`src/rtl/lfps_pkg.sv`:
```
// lfps_pkg: shared widths, register map, reset values and bus structs for the
// line-follow steering controller. No dependencies.

package lfps_pkg;

   localparam int POS_W     = 8;
   localparam int ERR_W     = 9;
   localparam int DIFF_W    = 10;
   localparam int GAIN_W    = 16;
   localparam int SPD_W     = 8;
   // window sum carried between blocks, wide enough for the largest window
   localparam int SUM_MAX_W = 15;
   localparam int ADDR_W    = 5;
   localparam int DATA_W    = 32;

   localparam logic [POS_W-1:0] STOP_CODE = 8'hFF;

   // register indexes, byte address is four times the index
   localparam logic [2:0] REG_KP         = 3'd0;
   localparam logic [2:0] REG_KD         = 3'd1;
   localparam logic [2:0] REG_KI         = 3'd2;
   localparam logic [2:0] REG_SET_POINT  = 3'd3;
   localparam logic [2:0] REG_BASE_SPEED = 3'd4;
   localparam logic [2:0] REG_MAX_SPEED  = 3'd5;

   localparam logic [POS_W-1:0] SET_POINT_RST  = 8'd35;
   localparam logic [SPD_W-1:0] BASE_SPEED_RST = 8'd100;
   localparam logic [SPD_W-1:0] MAX_SPEED_RST  = 8'd200;

   typedef struct packed {
      logic signed [GAIN_W-1:0] kp;
      logic signed [GAIN_W-1:0] kd;
      logic signed [GAIN_W-1:0] ki;
      logic [POS_W-1:0]         set_point;
      logic [SPD_W-1:0]         base_speed;
      logic [SPD_W-1:0]         max_speed;
   } cfg_type;

   typedef struct packed {
      logic                        stop;
      logic signed [ERR_W-1:0]     err;
      logic signed [DIFF_W-1:0]    diff;
      logic signed [SUM_MAX_W-1:0] sum;
   } win_type;

endpackage

```
`src/rtl/lfps_csr.sv`:
```
// lfps_csr: register file behind the configuration port.
// Depends on lfps_pkg for the register map, reset values and cfg_type.

module lfps_csr
   import lfps_pkg::*;
(
   input  logic              clock,
   input  logic              reset,
   input  logic              psel,
   input  logic              penable,
   input  logic              pwrite,
   input  logic [ADDR_W-1:0] paddr,
   input  logic [DATA_W-1:0] pwdata,
   output logic [DATA_W-1:0] prdata,
   output logic              pready,
   output cfg_type           cfg
);

   cfg_type    cfg_ff;
   logic       wr_en;
   logic [2:0] reg_idx;

   assign pready  = 1'b1;
   assign wr_en   = psel & penable & pwrite;
   assign reg_idx = paddr[4:2];
   assign cfg     = cfg_ff;

   always_ff @(posedge clock) begin
      if (reset) begin
         cfg_ff.kp         <= '0;
         cfg_ff.kd         <= '0;
         cfg_ff.ki         <= '0;
         cfg_ff.set_point  <= SET_POINT_RST;
         cfg_ff.base_speed <= BASE_SPEED_RST;
         cfg_ff.max_speed  <= MAX_SPEED_RST;
      end else if (wr_en) begin
         unique case (reg_idx)
            REG_KP:         cfg_ff.kp         <= pwdata[GAIN_W-1:0];
            REG_KD:         cfg_ff.kd         <= pwdata[GAIN_W-1:0];
            REG_KI:         cfg_ff.ki         <= pwdata[GAIN_W-1:0];
            REG_SET_POINT:  cfg_ff.set_point  <= pwdata[POS_W-1:0];
            REG_BASE_SPEED: cfg_ff.base_speed <= pwdata[SPD_W-1:0];
            REG_MAX_SPEED:  cfg_ff.max_speed  <= pwdata[SPD_W-1:0];
            default: ;
         endcase
      end
   end

   always_comb begin
      prdata = '0;
      unique case (reg_idx)
         REG_KP:         prdata = {{(DATA_W-GAIN_W){1'b0}}, cfg_ff.kp};
         REG_KD:         prdata = {{(DATA_W-GAIN_W){1'b0}}, cfg_ff.kd};
         REG_KI:         prdata = {{(DATA_W-GAIN_W){1'b0}}, cfg_ff.ki};
         REG_SET_POINT:  prdata = {{(DATA_W-POS_W){1'b0}}, cfg_ff.set_point};
         REG_BASE_SPEED: prdata = {{(DATA_W-SPD_W){1'b0}}, cfg_ff.base_speed};
         REG_MAX_SPEED:  prdata = {{(DATA_W-SPD_W){1'b0}}, cfg_ff.max_speed};
         default:        prdata = '0;
      endcase
   end

endmodule

```
`src/rtl/lfps_window.sv`:
```
// lfps_window: error ring memory with running sum and previous error.
// Reads the slot on acceptance, writes it back one stage later with forwarding.
// Depends on lfps_pkg for widths and win_type.

module lfps_window
   import lfps_pkg::*;
#(
   parameter int WINDOW = 10
)
(
   input  logic             clock,
   input  logic             reset,
   input  logic [POS_W-1:0] set_point,
   input  logic             in_valid,
   output logic             in_ready,
   input  logic [POS_W-1:0] in_position,
   output logic             out_valid,
   input  logic             out_ready,
   output win_type          out_item
);

   localparam int IDX_W = (WINDOW > 1) ? $clog2(WINDOW) : 1;
   localparam int SUM_W = ERR_W + $clog2(WINDOW);
   localparam logic [IDX_W-1:0] LAST_IDX = IDX_W'(WINDOW - 1);

   logic signed [ERR_W-1:0] mem [WINDOW];

   logic [IDX_W-1:0]        windex_ff;
   logic [IDX_W-1:0]        windex_in;
   logic [WINDOW-1:0]       valid_ff;
   logic signed [SUM_W-1:0] sum_ff;
   logic signed [ERR_W-1:0] prev_ff;
   logic                    s1_vld_ff;
   logic                    s1_stop_ff;
   logic signed [ERR_W-1:0] s1_err_ff;
   logic [IDX_W-1:0]        s1_slot_ff;
   logic signed [ERR_W-1:0] rdata_ff;
   logic                    fwd_hit_ff;
   logic signed [ERR_W-1:0] fwd_err_ff;

   logic                    accept;
   logic                    leave;
   logic                    wr_en;
   logic                    pos_stop;
   logic signed [ERR_W-1:0] err_now;
   logic signed [ERR_W-1:0] old_err;
   logic signed [SUM_W+1:0] sum_wide;
   logic signed [SUM_W-1:0] sum_new;
   logic signed [DIFF_W-1:0] diff;

   assign in_ready  = !s1_vld_ff || out_ready;
   assign accept    = in_valid && in_ready;
   assign leave     = s1_vld_ff && out_ready;
   assign wr_en     = leave && !s1_stop_ff;
   assign pos_stop  = (in_position == STOP_CODE);
   assign err_now   = $signed({1'b0, in_position}) - $signed({1'b0, set_point});
   assign windex_in = (windex_ff == LAST_IDX) ? '0 : windex_ff + IDX_W'(1);

   // the item ahead writes back on the edge that reads for this one
   assign old_err  = fwd_hit_ff ? fwd_err_ff :
                     (valid_ff[s1_slot_ff] ? rdata_ff : '0);
   assign sum_wide = (SUM_W+2)'(sum_ff) - (SUM_W+2)'(old_err) + (SUM_W+2)'(s1_err_ff);
   assign sum_new  = sum_wide[SUM_W-1:0];
   assign diff     = DIFF_W'(s1_err_ff) - DIFF_W'(prev_ff);

   assign out_valid     = s1_vld_ff;
   assign out_item.stop = s1_stop_ff;
   assign out_item.err  = s1_err_ff;
   assign out_item.diff = diff;
   assign out_item.sum  = SUM_MAX_W'(sum_new);

   always_ff @(posedge clock) begin
      if (reset) begin
         windex_ff  <= '0;
         valid_ff   <= '0;
         sum_ff     <= '0;
         prev_ff    <= '0;
         s1_vld_ff  <= 1'b0;
         fwd_hit_ff <= 1'b0;
      end else begin
         if (accept) begin
            s1_vld_ff  <= 1'b1;
            fwd_hit_ff <= wr_en && (s1_slot_ff == windex_ff);
            if (!pos_stop) begin
               windex_ff <= windex_in;
            end
         end else if (leave) begin
            s1_vld_ff <= 1'b0;
         end
         if (wr_en) begin
            valid_ff[s1_slot_ff] <= 1'b1;
            sum_ff               <= sum_new;
            prev_ff              <= s1_err_ff;
         end
      end
   end

   always_ff @(posedge clock) begin
      if (accept) begin
         s1_stop_ff <= pos_stop;
         s1_err_ff  <= err_now;
         s1_slot_ff <= windex_ff;
         fwd_err_ff <= s1_err_ff;
         rdata_ff   <= mem[windex_ff];
      end
      if (wr_en) begin
         mem[s1_slot_ff] <= s1_err_ff;
      end
   end

   a_index_range: assert property (@(posedge clock) disable iff (reset)
      windex_ff <= LAST_IDX)
      else $error("ring index beyond window");

   a_stop_keeps_state: assert property (@(posedge clock) disable iff (reset)
      leave && s1_stop_ff |=> $stable(sum_ff) && $stable(prev_ff))
      else $error("stop item changed controller state");

   a_writeback_marks_valid: assert property (@(posedge clock) disable iff (reset)
      wr_en |=> valid_ff[$past(s1_slot_ff)])
      else $error("written slot not marked valid");

endmodule

```
`src/rtl/lfps_drive.sv`:
```
// lfps_drive: gain multiplies, drive sum, steering and speed clamp with the
// result register. Depends on lfps_pkg for widths, cfg_type and win_type.

module lfps_drive
   import lfps_pkg::*;
(
   input  logic             clock,
   input  logic             reset,
   input  cfg_type          cfg,
   input  logic             in_valid,
   output logic             in_ready,
   input  win_type          in_item,
   output logic             out_valid,
   input  logic             out_ready,
   output logic [SPD_W-1:0] out_right,
   output logic [SPD_W-1:0] out_left,
   output logic             out_stop
);

   localparam int P_W   = GAIN_W + ERR_W;
   localparam int D_W   = GAIN_W + DIFF_W;
   localparam int I_W   = GAIN_W + SUM_MAX_W;
   localparam int DRV_W = I_W + 2;
   localparam int MOV_W = DRV_W + 1;

   logic                  s2_vld_ff;
   logic                  s2_stop_ff;
   logic                  s2_neg_ff;
   logic signed [P_W-1:0] p_ff;
   logic signed [D_W-1:0] d_ff;
   logic signed [I_W-1:0] i_ff;
   logic signed [P_W-1:0] p_in;
   logic signed [D_W-1:0] d_in;
   logic signed [I_W-1:0] i_in;

   logic                    s3_vld_ff;
   logic                    s3_stop_ff;
   logic                    s3_neg_ff;
   logic signed [DRV_W-1:0] drive_ff;
   logic signed [DRV_W-1:0] drive_in;

   logic                    out_vld_ff;
   logic                    out_stop_ff;
   logic [SPD_W-1:0]        right_ff;
   logic [SPD_W-1:0]        left_ff;
   logic signed [MOV_W-1:0] base_s;
   logic signed [MOV_W-1:0] moved_in;
   logic [SPD_W-1:0]        moved_spd;
   logic [SPD_W-1:0]        base_spd;

   logic s2_rdy;
   logic s3_rdy;
   logic s4_rdy;

   function automatic logic [SPD_W-1:0] clamp_speed(input logic signed [MOV_W-1:0] s,
                                                     input logic [SPD_W-1:0] max_spd);
      logic signed [MOV_W-1:0] max_s;
      max_s = $signed({{(MOV_W-SPD_W){1'b0}}, max_spd});
      if (s > max_s) begin
         clamp_speed = max_spd;
      end else if (s < 0) begin
         clamp_speed = '0;
      end else begin
         clamp_speed = s[SPD_W-1:0];
      end
   endfunction

   assign s4_rdy   = !out_vld_ff || out_ready;
   assign s3_rdy   = !s3_vld_ff || s4_rdy;
   assign s2_rdy   = !s2_vld_ff || s3_rdy;
   assign in_ready = s2_rdy;

   assign p_in = P_W'($signed(cfg.kp)) * P_W'($signed(in_item.err));
   assign d_in = D_W'($signed(cfg.kd)) * D_W'($signed(in_item.diff));
   assign i_in = I_W'($signed(cfg.ki)) * I_W'($signed(in_item.sum));

   assign drive_in = DRV_W'(p_ff) + DRV_W'(d_ff) + DRV_W'(i_ff);

   assign base_s    = $signed({{(MOV_W-SPD_W){1'b0}}, cfg.base_speed});
   assign moved_in  = s3_neg_ff ? base_s - MOV_W'(drive_ff) : base_s + MOV_W'(drive_ff);
   assign moved_spd = clamp_speed(moved_in, cfg.max_speed);
   assign base_spd  = clamp_speed(base_s, cfg.max_speed);

   assign out_valid = out_vld_ff;
   assign out_right = right_ff;
   assign out_left  = left_ff;
   assign out_stop  = out_stop_ff;

   always_ff @(posedge clock) begin
      if (reset) begin
         s2_vld_ff  <= 1'b0;
         s3_vld_ff  <= 1'b0;
         out_vld_ff <= 1'b0;
      end else begin
         if (s2_rdy) begin
            s2_vld_ff <= in_valid;
         end
         if (s3_rdy) begin
            s3_vld_ff <= s2_vld_ff;
         end
         if (s4_rdy) begin
            out_vld_ff <= s3_vld_ff;
         end
      end
   end

   always_ff @(posedge clock) begin
      if (s2_rdy && in_valid) begin
         s2_stop_ff <= in_item.stop;
         s2_neg_ff  <= in_item.err[ERR_W-1];
         p_ff       <= p_in;
         d_ff       <= d_in;
         i_ff       <= i_in;
      end
      if (s3_rdy && s2_vld_ff) begin
         s3_stop_ff <= s2_stop_ff;
         s3_neg_ff  <= s2_neg_ff;
         drive_ff   <= drive_in;
      end
      if (s4_rdy && s3_vld_ff) begin
         out_stop_ff <= s3_stop_ff;
         if (s3_stop_ff) begin
            right_ff <= '0;
            left_ff  <= '0;
         end else if (s3_neg_ff) begin
            right_ff <= moved_spd;
            left_ff  <= base_spd;
         end else begin
            right_ff <= base_spd;
            left_ff  <= moved_spd;
         end
      end
   end

   a_stop_zero: assert property (@(posedge clock) disable iff (reset)
      out_vld_ff && out_stop_ff |-> right_ff == '0 && left_ff == '0)
      else $error("stop result with non-zero speed");

   a_drive_held: assert property (@(posedge clock) disable iff (reset)
      s3_vld_ff && !s4_rdy |=> s3_vld_ff && $stable(drive_ff))
      else $error("drive stage lost while stalled");

   a_products_held: assert property (@(posedge clock) disable iff (reset)
      s2_vld_ff && !s3_rdy |=> s2_vld_ff && $stable(p_ff) && $stable(i_ff))
      else $error("product stage lost while stalled");

endmodule

```
`src/rtl/line_follow_pid_steering.sv`:
```
// line_follow_pid_steering: PID steering for a line-following two-wheel drive.
// Input stream req_: one line-position byte per transfer; 255 means line lost.
// Output stream rsp_: right and left motor duty in tdata, stopped flag in tuser.
// Configuration by APB-style csr_ port: kp, kd, ki, set point, base and max speed.
// Gains are applied as kp*error + kd*(error change) + ki*(sum of last WINDOW errors).
// Throughput: one transfer per cycle while rsp_ is not stalled. The error ring
// sits in a one-read, one-write memory; the slot is read on acceptance and
// written back when the item leaves the ring-read stage, with a forwarding
// register for the item that follows directly. Pipeline: the transfer loads
// the ring-read stage, then gain multiplies, drive sum, and steering with
// clamp into the output register are each registered in turn.
// A stalled rsp_ side fills the four stages before req_tready drops; the
// output register holds the result until it is taken.
// Reset (synchronous, active high) restores register defaults and clears the
// ring at once through per-slot valid bits; no clearing pass is needed.
// Line-lost items give zero speeds with stopped set and leave the state alone.
// Depends on lfps_pkg, lfps_csr, lfps_window and lfps_drive.

module line_follow_pid_steering
   import lfps_pkg::*;
#(
   parameter int WINDOW = 10
)
(
   input  logic              clock,
   input  logic              reset,
   input  logic              req_tvalid,
   output logic              req_tready,
   input  logic [7:0]        req_tdata,   // [7:0] position
   output logic              rsp_tvalid,
   input  logic              rsp_tready,
   output logic [15:0]       rsp_tdata,   // [7:0] right_speed, [15:8] left_speed
   output logic [0:0]        rsp_tuser,   // [0] stopped
   input  logic              csr_psel,
   input  logic              csr_penable,
   input  logic              csr_pwrite,
   input  logic [ADDR_W-1:0] csr_paddr,
   input  logic [DATA_W-1:0] csr_pwdata,
   output logic [DATA_W-1:0] csr_prdata,
   output logic              csr_pready
);

   cfg_type          cfg;
   win_type          win_item;
   logic             win_valid;
   logic             win_ready;
   logic [SPD_W-1:0] right_speed;
   logic [SPD_W-1:0] left_speed;
   logic             stopped;

   lfps_csr u_csr (
      .clock   (clock),
      .reset   (reset),
      .psel    (csr_psel),
      .penable (csr_penable),
      .pwrite  (csr_pwrite),
      .paddr   (csr_paddr),
      .pwdata  (csr_pwdata),
      .prdata  (csr_prdata),
      .pready  (csr_pready),
      .cfg     (cfg)
   );

   lfps_window #(
      .WINDOW (WINDOW)
   ) u_window (
      .clock       (clock),
      .reset       (reset),
      .set_point   (cfg.set_point),
      .in_valid    (req_tvalid),
      .in_ready    (req_tready),
      .in_position (req_tdata[POS_W-1:0]),
      .out_valid   (win_valid),
      .out_ready   (win_ready),
      .out_item    (win_item)
   );

   lfps_drive u_drive (
      .clock     (clock),
      .reset     (reset),
      .cfg       (cfg),
      .in_valid  (win_valid),
      .in_ready  (win_ready),
      .in_item   (win_item),
      .out_valid (rsp_tvalid),
      .out_ready (rsp_tready),
      .out_right (right_speed),
      .out_left  (left_speed),
      .out_stop  (stopped)
   );

   assign rsp_tdata = {left_speed, right_speed};
   assign rsp_tuser = stopped;

endmodule

```
`config.mk`:
```
export PLATFORM = sky130hd
export DESIGN_NAME = line_follow_pid_steering
export DESIGN_NICKNAME = d
export VERILOG_FILES = /design/src/rtl/lfps_pkg.sv /design/src/rtl/lfps_csr.sv /design/src/rtl/lfps_window.sv /design/src/rtl/lfps_drive.sv /design/src/rtl/line_follow_pid_steering.sv
export SDC_FILE = /design/constraint.sdc
export NUM_CORES = 2
export LEC_CHECK = 0
export ABC_AREA = 1
export BUFFER_PORTS_ARGS = -buffer_cell sky130_fd_sc_hd__buf_2
export CAP_MARGIN = 40
export CORE_ASPECT_RATIO = 0.6
export CORE_MARGIN = 1
export CORE_UTILIZATION = 55
export DETAILED_ROUTE_END_ITERATION = 8
export HOLD_SLACK_MARGIN = 0.06
export PLACE_DENSITY = 0.72
export SETUP_SLACK_MARGIN = 0.1
export SLEW_MARGIN = 20
export SYNTH_ARGS = -nofsm -noshare
export SYNTH_HDL_FRONTEND = slang
export SYNTH_SLANG_ARGS = --single-unit
export TNS_END_PERCENT = 1
```
`constraint.sdc`:
```
create_clock -name clock -period 17.3 [get_ports clock]
set_input_delay 3.46 -clock clock [delete_from_list [all_inputs] [get_ports clock]]
set_output_delay 3.46 -clock clock [all_outputs]
set_load 0.005 [all_outputs]
```
Word-level counts from Yosys, hierarchy flattened:

Memories as Yosys holds them, arrays and structs flattened. A register that Yosys moved wholly into a read port is not among the register bits.
Index checks and enable logic that the tools add are counted.

* bits of input ports: 52
* output and inout bits: 52
* word-level logic and storage cells: 105
* register bits after elaboration: 270
* bits in writable memories: 90
* memories: 1

* bitwise operators: 4
* equality and inequality tests: 8
* reductions and logical operators: 25
* mux-type cells: 19
* $lt $le $gt $ge: 6
* multipliers: 3
* add/subtract/negate cells: 9

Memory list
* u_window.mem: words 10, bits a word 9, rd ports 1, clocked after memory_dff 1, wr ports 1, line lfps_window.sv:26 `logic signed [ERR_W-1:0] mem [WINDOW];`

Operators with widths (number)
* $pmux W16 S6: 1
* $mux W8: 6
* $add A9 B33 Y34: 1
* $gt A34 B9 Y1: 1
* $lt A34 B1 Y1 const B: 1
* $mux W34: 1
* $sub A9 B33 Y34: 1
* $add A27 B29 Y30: 1
* $mul A16 B13 Y29: 1
* $add A25 B26 Y27: 1
* $mul A16 B10 Y26: 1
* $mul A16 B9 Y25: 1
* $mux W9: 2
* $reduce_and A2 Y1: 7
* $add A13 B9 Y13: 1
* $sub A13 B9 Y13: 1
* $or A10 B10 Y10: 1
* $sub A9 B9 Y10: 1
* $sub A8 B8 Y9: 1
* $eq A8 B8 Y1 const B: 1
* $gt A8 B8 Y1: 1
* $lt A8 B1 Y1 const B: 1
* $logic_and A1 B1 Y1: 7
* $eq A3 B2 Y1 const B: 2
* 17 further kinds: 31

Longest topological paths before layout:

* word-level depth: 8
* gate-level depth with buffers: 46
* depth with buffers taken out: 46

By module:

From an unflattened synthesis, not the netlist that was laid out.

* cells, all modules: 4798
* area total of the unflattened synthesis: 40515.1 um^2

Modules (own cells, without submodules)
* lfps_drive: seq. area each 4113.9 um^2, cells each 3493, area an instance 29198.0 um^2, times used 1
* lfps_window: seq. area each 4424.2 um^2, cells each 734, area an instance 7609.8 um^2, times used 1
* lfps_csr: seq. area each 1441.4 um^2, cells each 571, area an instance 3707.3 um^2, times used 1

Worst setup path before layout:

OpenSTA, ideal clock, no wires.

* path kind: flip-flop to flip-flop
* start: reg u_window.s1_slot_ff[0]
* end: reg u_drive.i_ff[27] (data pin)
* data required time: 17.042 ns
* setup time: 0.258 ns
* arrival: 8.518 ns
* cell stages (with the launch flop): 46
* path slack: 8.525 ns
* clock period less this slack: 8.775 ns
* buffers on the path: 0
* cells stage by stage: edfxtp_1 > inv_1 > nor2_1 > inv_1 > o22ai_1 > o21ai_0 > nand4_1 > nand2_1 > nand2_1 > o21ai_0 > fa_1 > fa_1 > nand2_1 > inv_1 > o21ai_0 > nand2_1 > a21oi_1 > or2_2 > [... 10 more ...] > fa_1 > fa_1 > fa_1 > inv_1 > fa_1 > inv_1 > ha_1 > a21oi_1 > o21a_1 > o221ai_1 > a21oi_1 > nor3_1 > nor2_1 > o21ai_0 > a21oi_1 > nor2_1 > nor2_1 > xnor2_1

* longest elaborated chain between the ends: 7

Ends and longest elaborated chain
* start, declared: line lfps_window.sv:36 `logic [IDX_W-1:0] s1_slot_ff;`
* start signal, assigned: line lfps_window.sv:102 `s1_slot_ff <= windex_ff;`
* $bmux W1 S4: line lfps_window.sv:61 `(valid_ff[s1_slot_ff] ? rdata_ff : '0);`
* $mux W1 (implied by the code): line lfps_window.sv:61
* $mux W9: line lfps_window.sv:61
* $mux W9: line lfps_window.sv:60 `assign old_err = fwd_hit_ff ? fwd_err_ff :`
* $sub A13 B9 Y13: line lfps_window.sv:62 `assign sum_wide = (SUM_W+2)'(sum_ff) - (SUM_W+2)'(old_err) + (SUM_W+2)'(s1_err_ff);`
* $add A13 B9 Y13: line lfps_window.sv:62
* $mul A16 B13 Y29: line lfps_drive.sv:75 `assign i_in = I_W'($signed(cfg.ki)) * I_W'($signed(in_item.sum));`
* via u_drive.i_in[27]: line lfps_drive.sv:34 `logic signed [I_W-1:0] i_in;`
* end signal, assigned: line lfps_drive.sv:113 `i_ff <= i_in;`
* end, declared: line lfps_drive.sv:31 `logic signed [I_W-1:0] i_ff;`

The timed path passes the listed nets, and every way through them passes these cells. The select of a mux whose other input is x is not followed.
A chain may end at the register's enable or synchronous reset.

Worst setup path in the final report:

Ends and elaborated chain as after synthesis.

==> impl_metrics.yaml <==
synth:
  syn_area_sq_mm: 0.0371
  ys.flop_type: "edfxtp_1"
  yosys.area.top_type: "fa_1"
  synth.area.top_cells: "fa_1 (27%), edfxtp_1 (20%), ha_1 (9.1%)"
  yosysSeqAreaShare_pct: 26.6
  ys_async_sr_fraction_pct: 0
  synth_enable_flop_cells: 253
  yosys_warnings: 0
  synth.distinct_cells: 56
  avgSynthCellArea_sq_um: 8.92
  ys_seq_elements: 366
  synth_cells: 4157
  synth_top_cell_area_share_pct: 26.9
global_routing:
  overflow: 0
  antenna_found_initial: 3
  grt_max_degree: 77
  grt_pass1_vias: 28115
  grt_first_pass_wirelength_um: 162000
  grtUsageTotal_pct: 31.2
placement:
  place_inst: 5036
  gp_congestion: 0.993
  dp_hpwl_um: 81900
  port-buffer-count: 68
cells_and_area:
  multi_input_area_sq_mm: 0.0237
  drive_above_1_share_pct: 6.91
  area_growth_pct: 7.36
  nFillCells: 5700
  fin_nets: 5000
  layoutNonFillerInstCount: 5112
  final_common_cell: "nand2_1"
  seq_area_sq_mm: 0.00986
  final_cell_mix: "nand2_1 (765), inv_1 (760), fa_1 (498)"
clock_tree:
  cts_max_level: 2
  cts_tree: "built"
  root_buffer: "clkbuf_16"
  cts_num_sinks: 366
  cts_buffers: 39
  clk_latency_ns: 0.59
  holdBufCountCts: 0
  cts_setup_buffers: 0
  clk_pin_slew_ns: 0.07
  clockBufferDepth: 3
  post_cts_resized: 0
sta:
  rsz0062_at_grt: "no"
  drv_slew: 0
  setup_viol: 0
  fin_crit_sh_pct: 61.2
  tightestPinTransition_ns: 0.876
  tns_ns: 0
  relSlewSlack_pct: 41.5
  period_needed_ns: 10.59
  max_freq_ghz: 0.0944
  skew_ns: 0.0206
  finalHoldViolCount: 0
  whs_ns: 0.410
run:
  max_cap_violations: 0
power:
  seq_power_share_pct: 29.3
  power_leakage_nw: 19.1
  p_per_area_mw_per_mm2: 98.3
  swShare_pct: 43.2
  power_report.internal_total_mw: 2.22
  switchingPower_mw: 1.69
  power_frac_clock_pct: 23.5
  combPwrFrac_pct: 47.2
  peakVddDrop_mv: 0.0619
setup_path:
  required_ns: 17.64
  startpoint_type: "register"
  critPathArrivalTime_ns: 10.93
  timing.rr.start: "u_window.s1_slot_ff[0]"
  reg2reg_to: "u_drive.i_ff[27]"
  crit_path_top_delay_cell: "fa_1"
  crit_type: "register to register"
  cpPeakStageDelay_ns: 0.54
  rrSetupSlack_ns: 6.71
  rr_worst_depth: 42
  endpoint_kind: "register"
  worstPathMaxFanout: 9
  cp_common_cell: "fa_1"
drt:
  via_per_inst: 5.60
  route.detailed.drc: 0
  drt-initial-drc-count: 3511
  ant_nets: 0
  routedWlPerCell_um: 20.2
  dr.pass1.iters: 6
  drt-total-wl_um: 103000
  num_vias: 28642
floorplanning:
  fp.dieW_um: 337
  num_io_pins: 104
  die_height_um: 203
  initial_utilization_pct: 55.8
  num_rows: 73
  coreArea_sq_mm: 0.0664
  dieArea_sq_mm: 0.0685
min_path:
  min_from: "u_drive.s2_neg_ff"
  hold_class: "register to register"
  hold_path_depth: 0
  min_to: "u_drive.s3_neg_ff"
run_status:
  outcome: "finished clean"
-- layer usage --
layer | vias to the layer above | share of wire (%) | global-route usage, %
li1 | 13118 | - | -
met4 | 2 | 2.1 | 6.74
met2 | 1476 | 38 | 41.5
met1 | 13897 | 45 | 47.2
met5 | - | 0.15 | 1.56
met3 | 149 | 14 | 12.2
-- worst max-delay path by stage --
stage,from,depth (start not counted),slack [ns],to
floorplan,u_window.s1_slot_ff[0],45,8.52,u_drive.i_ff[27]
global placement,u_window.s1_slot_ff[0],42,7.09,u_drive.i_ff[27]
detailed placement,u_window.s1_slot_ff[0],42,7.01,u_drive.i_ff[27]
CTS,u_window.s1_slot_ff[0],42,6.91,u_drive.i_ff[27]
global route,u_window.s1_slot_ff[0],42,6.12,u_drive.i_ff[27]
finish,u_window.s1_slot_ff[0],42,6.71,u_drive.i_ff[27]
-- per-stage QoR --
step / utilization (%) / instance area (sq um) / total power [mW] / worst slack (ns)
after floorplan: - / 37100 / 2.39 / 8.52
after global placement: 57.6 / 38200 / 2.91 / 7.09
after detailed placement: 57.8 / 38400 / 2.95 / 7.01
after CTS: 59.9 / 39800 / 3.88 / 6.91
after global routing: 59.9 / 39800 / 4.16 / 6.12
final: 60.0 / 39800 / 3.91 / 6.71
-- registers in the layout, indices dropped and copies added, names as in the netlist, 9 cells and up --
name / flops
u_window.mem: 90
u_drive.d_ff: 26
u_window.sum_ff: 13
u_csr.cfg: 72
u_window.valid_ff: 10
u_drive.drive_ff: 30
u_window.rdata_ff: 9
u_drive.i_ff: 29
u_window.fwd_err_ff: 9
u_window.prev_ff: 9
u_drive.p_ff: 25
u_window.s1_err_ff: 9
-- Yosys cell counts (all sizes together), types with 13 or more instances --
master and number:
xnor2 51, fa 498, inv 769, nor3 17, o221ai 16, o21ai 228, buf 31, clkbuf 114
nand4 19, nand2 796, edfxtp 253, nand3 135, o2111ai 20, o211ai 13, ha 270, or2 29
a21oi 229, dfxtp 113, nor2 375, xor2 95
-- logic make-up after synthesis --
group | synth area share (%)
compound gates | 8.61
xor+xnor | 3.45
fa+ha+maj | 36.0
buf+inv | 9.56
flops | 26.6
other cells | 0.0203
simple gates | 15.8
-- critical path, delay by kind of cell (launching register included) --
kind | cells | cell delay [ns]
flip-flops | 1 | 0.48
adder cells (fa/ha/maj) | 9 | 4.27
XOR/XNOR | 1 | 0.07
AND/OR/NAND/NOR | 14 | 2.71
buffers and inverters | 7 | 0.94
AO/OA/AOI/OAI | 11 | 1.86
-- final cells by class --
class / count / share of cell area, %
Multi-Input combinational cell: 2882 / 59.7
Antenna cell: 1 / 0.00629
Tap cell: 900 / 2.83
Sequential cell: 366 / 24.8
Inverter: 779 / 7.35
Clock buffer: 53 / 2.81
Clock inverter: 19 / 0.622
Timing Repair Buffer: 112 / 1.95
-- power by group through the flow --
stage | Combinational [mW] | Sequential (mW) | Clock, mW
after CTS | 1.80 | 1.15 | 0.927
final | 1.85 | 1.15 | 0.921
after global placement | 1.74 | 1.16 | 0
after detailed placement | 1.78 | 1.16 | 0
after floorplan | 1.26 | 1.13 | 0
after global routing | 2.05 | 1.15 | 0.958
Note: power is estimated with default switching activity, not from simulation.
